`config.mk`:
```
export PLATFORM = sky130hd
export DESIGN_NAME = chr_mix
export DESIGN_NICKNAME = d
export VERILOG_FILES = /design/src/rtl/core/chr_pkg.sv /design/src/rtl/core/chr_mix.sv
export SDC_FILE = /design/constraint.sdc
export NUM_CORES = 2
export LEC_CHECK = 0
export BUFFER_PORTS_ARGS = -buffer_cell sky130_fd_sc_hd__clkbuf_2
export CORE_MARGIN = 5
export CORE_UTILIZATION = 60
export CTS_CLUSTER_DIAMETER = 150
export DETAILED_ROUTE_END_ITERATION = 16
export GPL_TIMING_DRIVEN = 0
export PLACE_DENSITY = 0.89
export RECOVER_POWER = 100
export SLEW_MARGIN = 10
export SYNTH_ARGS = -nofsm -noshare
export SYNTH_HDL_FRONTEND = slang
export SYNTH_SLANG_ARGS = --single-unit
```
`constraint.sdc`:
```
create_clock -name clk_i -period 10 [get_ports clk_i]
set_input_delay 1 -clock clk_i [delete_from_list [all_inputs] [get_ports clk_i]]
set_output_delay 1 -clock clk_i [all_outputs]
set_load 0.005 [all_outputs]
```
`src/rtl/core/chr_pkg.sv`:
```
`default_nettype none
// ----------------------------------------------------------------------------
// chr_pkg
// Shared types and constants of the consistent-hash ring.
// ----------------------------------------------------------------------------
package chr_pkg;

  localparam int unsigned MaxNodes      = 16;
  localparam int unsigned PointsPerNode = 3;
  localparam int unsigned NodeBits      = 16;

  localparam logic [63:0] MixMulA = 64'hbf58476d1ce4e5b9;
  localparam logic [63:0] MixMulB = 64'h94d049bb133111eb;

  typedef enum logic [1:0] {
    OP_LOOKUP = 2'd0,
    OP_INSERT = 2'd1,
    OP_REMOVE = 2'd2,
    OP_NONE   = 2'd3
  } chr_op_e;

  typedef enum logic [2:0] {
    STAT_OK      = 3'd0,
    STAT_EMPTY   = 3'd1,
    STAT_PRESENT = 3'd2,
    STAT_ABSENT  = 3'd3,
    STAT_COLLIDE = 3'd4,
    STAT_FULL    = 3'd5
  } chr_status_e;

  typedef enum logic [2:0] {
    ST_IDLE,
    ST_MIX_GO,
    ST_MIX_WAIT,
    ST_FIND,
    ST_SCAN,
    ST_WRITE,
    ST_RESULT
  } chr_state_e;

  typedef struct packed {
    logic node_we;
    logic point_we;
    logic set_used;
    logic clr_used;
  } chr_wr_t;

endpackage
`default_nettype wire

```
`src/rtl/core/chr_mix.sv`:
```
`default_nettype none
// ----------------------------------------------------------------------------
// chr_mix
// Iterative splitmix64 finalizer: one 32x32 multiplier, three passes per
// 64-bit product, two products per mix.
// ----------------------------------------------------------------------------
module chr_mix (
  input  wire logic        clk_i,
  input  wire logic        rst_ni,
  input  wire logic        start_i,
  input  wire logic [63:0] value_i,
  output logic             done_o,
  output logic [63:0]      result_o
);

  logic [63:0] v_q, v_d, acc_q, acc_d;
  logic [1:0]  step_q, step_d;
  logic        rnd_q, rnd_d;
  logic        run_q, run_d;
  logic        done_q, done_d;

  logic [63:0] konst;
  logic [31:0] opa, opb;
  logic [63:0] prod;
  logic [63:0] tsum;

  always_comb begin
    konst = rnd_q ? chr_pkg::MixMulB : chr_pkg::MixMulA;
    unique case (step_q)
      2'd0: begin
        opa = v_q[31:0];
        opb = konst[31:0];
      end
      2'd1: begin
        opa = v_q[31:0];
        opb = konst[63:32];
      end
      default: begin
        opa = v_q[63:32];
        opb = konst[31:0];
      end
    endcase
    prod = 64'(opa) * 64'(opb);
    tsum = {acc_q[63:32] + prod[31:0], acc_q[31:0]};
  end

  always_comb begin
    v_d    = v_q;
    acc_d  = acc_q;
    step_d = step_q;
    rnd_d  = rnd_q;
    run_d  = run_q;
    done_d = 1'b0;
    if (start_i) begin
      v_d    = value_i ^ (value_i >> 30);
      step_d = 2'd0;
      rnd_d  = 1'b0;
      run_d  = 1'b1;
    end else if (run_q) begin
      unique case (step_q)
        2'd0: begin
          acc_d  = prod;
          step_d = 2'd1;
        end
        2'd1: begin
          acc_d  = tsum;
          step_d = 2'd2;
        end
        default: begin
          step_d = 2'd0;
          if (rnd_q) begin
            v_d    = tsum ^ (tsum >> 31);
            run_d  = 1'b0;
            done_d = 1'b1;
          end else begin
            v_d   = tsum ^ (tsum >> 27);
            rnd_d = 1'b1;
          end
        end
      endcase
    end
  end

  always_ff @(posedge clk_i or negedge rst_ni) begin
    if (!rst_ni) begin
      step_q <= 2'd0;
      rnd_q  <= 1'b0;
      run_q  <= 1'b0;
      done_q <= 1'b0;
    end else begin
      step_q <= step_d;
      rnd_q  <= rnd_d;
      run_q  <= run_d;
      done_q <= done_d;
    end
  end

  always_ff @(posedge clk_i) begin
    v_q   <= v_d;
    acc_q <= acc_d;
  end

  assign done_o   = done_q;
  assign result_o = v_q;

endmodule
`default_nettype wire

```
# == Word level (Yosys, flattened, before mapping) ==
# Cells that the tools add are included.
# classes
add_sub_neg,1
muxes,22
multipliers,1
reduce_logical,7
eq_ne,2
bitwise,5
# ops
op,count
two-way mux 64 bit,4
case mux 64 bit (2 select lines),1
multiplier 32 x 32 -> 64 bit,1
two-way mux 32 bit,2
XOR 64 x 33 -> 64 bit,1
XOR 64 x 34 -> 64 bit,1
XOR 64 x 37 -> 64 bit,1
two-way mux 62 bit,1
adder 32 bit,1
two-way mux 1 bit,11
two-way mux 2 bit,2
case mux 2 bit (2 select lines),1
AND reduction 4 bit,1
nonzero test 2 bit,2
AND reduction 3 bit,1
"== test 2 x 1 -> 1 bit, second input constant",1
zero test 2 bit,1
"inequality test 2 x 1 -> 1 bit, second input constant",1
inverter 1 bit,2
AND reduction 2 bit,1
OR reduction 2 bit,1
# totals
regBits,133
elab_cells,45

# == Depth between registers and ports, before layout ==
# logic_depth
ltp_word,10
mapped_depth,44
depth_no_buf,40

# == Worst setup path before layout ==
# No wires, ideal clock.
# synth_path
path_kind,reg2reg
from,register step_q[1]
to,"register v_q[31], in the netlist result_o[31] (data pin)"
t_required_ns,9.736
path_slack_ns,0.086
arrival_ns,9.650
path_buffers,5
synth_period_minus_slack_ns,9.914
stages_incl_launch_ff,37
path_cell_list,dfrtp_1 -> clkbuf_1 -> clkbuf_1 -> clkbuf_1 -> mux2i_1 -> nor2_1 -> nand2_1 -> inv_1 -> fa_1 -> inv_1 -> fa_1 -> fa_1 -> fa_1 -> fa_1 -> inv_1 -> fa_1 -> fa_1 -> fa_1 -> ha_1 -> buf_2 -> and4_1 -> and3_1 -> a221oi_1 -> nand2_1 -> a41oi_1 -> nor2_1 -> xor2_1 -> ha_1 -> clkbuf_1 -> o21a_1 -> a31o_2 -> a41oi_2 -> a21oi_2 -> o311a_1 -> mux2i_1 -> xnor2_1 -> o21ai_1
# synth_via
elab_chain_cells,10
elab_cells_between_ends,13
# synth_lines
element,line_no,source
"start, declared",chr_mix.sv:17,"logic [1:0] step_q, step_d;"
"start signal, assigned",chr_mix.sv:91,step_q <= step_d;
== test 2 x 1 -> 1 bit or zero test 2 bit (tied branches),chr_mix.sv:29,unique case (step_q)
OR reduction 2 bit (no source line),--,
two-way mux 32 bit,chr_mix.sv:29,
multiplier 32 x 32 -> 64 bit *,chr_mix.sv:43,prod = 64'(opa) * 64'(opb);
adder 32 bit *,chr_mix.sv:44,"tsum = {acc_q[63:32] + prod[31:0], acc_q[31:0]};"
XOR 64 x 37 -> 64 bit or XOR 64 x 33 -> 64 bit (tied branches),"chr_mix.sv:76, chr_mix.sv:72",
two-way mux 64 bit *,chr_mix.sv:71,if (rnd_q) begin
two-way mux 64 bit *,chr_mix.sv:60,unique case (step_q)
two-way mux 64 bit *,chr_mix.sv:59,end else if (run_q) begin
two-way mux 64 bit *,chr_mix.sv:54,if (start_i) begin
via v_d[31],chr_mix.sv:16,"logic [63:0] v_q, v_d, acc_q, acc_d;"
"end signal, assigned",chr_mix.sv:99,v_q <= v_d;
"end, declared",chr_mix.sv:16,
# Mark *: on every way through the listed nets, which the timed path passes. The rest lies on a longest branch. The select of a mux whose other input is x is not followed.
# A chain may end at the register's enable or synchronous reset.

# == Final worst setup path ==
# Same ends and word-level chain as after synthesis.

==> impl_metrics.yaml <==
synth:
  ys_warn_count: 0
  synth_area_um2: 37400
  synth_compound_area_frac: 0.0711
  synth_top_family_by_area: "adder cells"
  synth_nets: 5108
  yosys.area_share.adder: 0.561
  synth_xor_area_frac: 0.0375
  synthCells: 3856
  synthMuxAreaShare: 0.0186
  synth_top_area_share: 0.439
  netlist_top_cells_area: "fa_1, ha_1, edfxtp_1"
  synth_seq_area_share: 0.106
  ys_ff_latch: 133
  yosys.area_share.simple: 0.0985
  synth_commonest_cells: "inv_1, fa_1, ha_1"
  synthArstFlopShare: 0.0376
  ys_types: 86
  synth_edf_count: 128
  synth_flop_cell: "edfxtp_1"
  synth_most_common_cell: "inv_1"
  avgSynthCellArea_um2: 9.69
  yosysTopAreaCell: "fa_1"
timing:
  fin_ws_ns: -0.231
  fin_crit_sh: 1.02
  max_slew.worst_pin.slew_ns: 1.65
  fmax_ghz: 0.0977
  grt_setup_unrepaired: "yes"
  hold_violations: 0
  slew_headroom: -0.103
  slew_violations: 25
  period_minus_slack_ns: 10.23
  fin_skew_ns: 0.0128
  setup_viol: 14
drt:
  drtAntennaViolNets: 0
  drtIter0Drc: 4330
  wl_um: 156000
  wire_per_inst_um: 31.1
  viasPerCell: 6.34
  vias: 31806
  drc_errors: 0
  first_pass_iters: 10
grt:
  grt_pass1_vias: 32695
  grt_max_degree: 42
  grt_antenna_before_repair: 6
  gr-usage-all-layers: 0.455
  overflow: 0
  grt_pass1_wl_um: 218000
run_status:
  status: "complete, but fails checks"
  violations: "max-capacitance violations, max-slew violations, negative setup slack"
floorplan:
  die_area_um2: 67400
  die_w_um: 260
  initial_core_util: 0.606
  num_rows: 91
  ios: 132
  die_h_um: 260
  core_um2: 61700
clock_network:
  clockBufferDepth: 2
  htreeDepth: 4
  holdBufCountCts: 0
  numCtsBuffers: 17
  cts_tree: "built"
  cts_num_sinks: 133
  cts.clk_slew.worst_paths_ns: 0.07
  clock-root-buffer: "clkbuf_16"
  insertion_delay_ns: 0.45
layout:
  layout.nets: 5417
  area_growth_pct: 15.4
  drive_gt1_frac: 0.162
  utilization: 0.699
critical_path:
  critPathMaxFanout: 6
  worst_path_max_delay_cell: "fa_2"
  crit_arrival_ns: 10.41
  path_class: "flip-flop to flip-flop"
  cp.required_ns: 10.18
  path_common_cell: "fa_1"
  critPathCaptureType: "flip-flop"
  cp-start-kind: "flip-flop"
  slowest_delay_ns: 0.65
placement:
  gp_congestion: 1.12
  io_buffer_count: 130
  hpwl_um: 128000
hold_path:
  min_path_type: "primary input to asynchronous set/reset pin"
run:
  max_cap_violations: 1
==> placed cells by master, fill, tap and decap left out, types with 13 or more instances in the layout <==
cell type / n
buf_12: 16
clkbuf_16: 19
fa_1: 804
a21oi_1: 112
nand2_1: 259
clkinvlp_4: 21
ha_4: 14
ha_2: 14
nor2_1: 259
and3_1: 20
nand4_1: 19
inv_2: 19
clkbuf_1: 90
mux2i_1: 29
buf_6: 19
nand2_2: 16
and2_1: 61
o21ai_0: 92
clkbuf_4: 16
nor2_2: 35
ha_1: 337
o21bai_1: 22
a21o_1: 31
a21oi_2: 20
nor3_1: 26
xnor2_2: 13
nor2_4: 26
edfxtp_1: 128
fa_2: 16
xnor2_1: 65
inv_1: 906
nand3_1: 29
mux2i_4: 16
buf_4: 151
xor2_1: 73
o21ai_1: 24
clkbuf_2: 85
==> worst paths after layout <==
check / startpoint / endpoint / slack (ns) / cells after the start
max: step_q[1]$_DFFE_PN0P_ / result_o[31]$_DFFE_PP_ / -0.23 / 38
min: rst_ni / done_o$_DFF_PN0_ / 0.47 / 1
max reg2reg: step_q[1]$_DFFE_PN0P_ / result_o[31]$_DFFE_PP_ / -0.23 / 38
min reg2reg: run_q$_DFF_PN0_ / run_q$_DFF_PN0_ / 0.62 / 2
max in group asynchronous: rst_ni / rnd_q$_DFFE_PN0P_ / 9.21 / 1
min in group clk_i: run_q$_DFF_PN0_ / run_q$_DFF_PN0_ / 0.62 / 2
==> registers in the layout (all words and copies together), names as in the netlist <==
name / cells
rnd_q: 1
done_o: 1
run_q: 1
result_o: 64
acc_q: 64
step_q: 2
==> cell families after synthesis <==
logic type                 count (synthesis)
adders and majority gates               1185
buffers and inverters                   1058
and+or+nand+nor                          833
AOI/OAI and AO/OA                        419
xor gates and xnor gates                 160
DFF                                      133
muxes                                     67
other                                      1
==> worst max-delay path, delay by kind of cell, from the launching register on <==
family	cells	cell delay [ns]
DFF	1	0.45
buffers and inverters	12	1.49
muxes	2	0.40
xor gates and xnor gates	2	0.38
AOI/OAI and AO/OA	8	1.83
and+or+nand+nor	4	0.55
adders and majority gates	10	4.83
==> metrics by stage <==
| step | setup WS (ns) | cell area [um^2] | setup TNS [ns] | hold slack, ns | cells |
|---|---|---|---|---|---|
| 6_report | -0.231 | 43100 | -1.40 | 0.466 | 5020 |
| 5_1_grt | -0.342 | 43100 | -3.15 | 0.459 | 5015 |
| 3_3_place_gp | -3.47 | 39100 | -152.82 | 0.559 | 4823 |
| 3_5_place_dp | -3.13 | 39300 | -141.51 | 0.594 | 4832 |
| 2_1_floorplan | 0.0858 | 37400 | 0 | 0.533 | 3856 |
| 4_1_cts | -0.0730 | 41500 | -0.143 | 0.399 | 4925 |
==> metal layers <==
| metal | global-route usage | part of all wire | routed length [um] |
|---|---|---|---|
| met1 | 0.561 | 0.33 | 51600 |
| met4 | 0.329 | 0.10 | 16400 |
| met5 | 0 | 0.00081 | 126 |
| met2 | 0.658 | 0.42 | 64900 |
| met3 | 0.171 | 0.15 | 23200 |
==> cell type report <==
type / count / area, um^2
Multi-Input combinational cell: 2665 / 31100
Fill cell: 4737 / 18600
Sequential cell: 133 / 3970
Inverter: 948 / 3640
Timing Repair Buffer: 298 / 2060
Tap cell: 837 / 1050
Buffer: 102 / 763
Clock buffer: 17 / 425
Clock inverter: 15 / 166
Antenna cell: 5 / 12.5
==> repair_timing <==
action	in CTS	in global routing
cloned	1	0
setup buffers	65	94
resized for setup	306	304
endpoints found under the setup margin	88	50
pin swaps	22	73
Power is not shown: default switching activity piles up to over one toggle a cycle in this logic, so the estimate is an artifact.
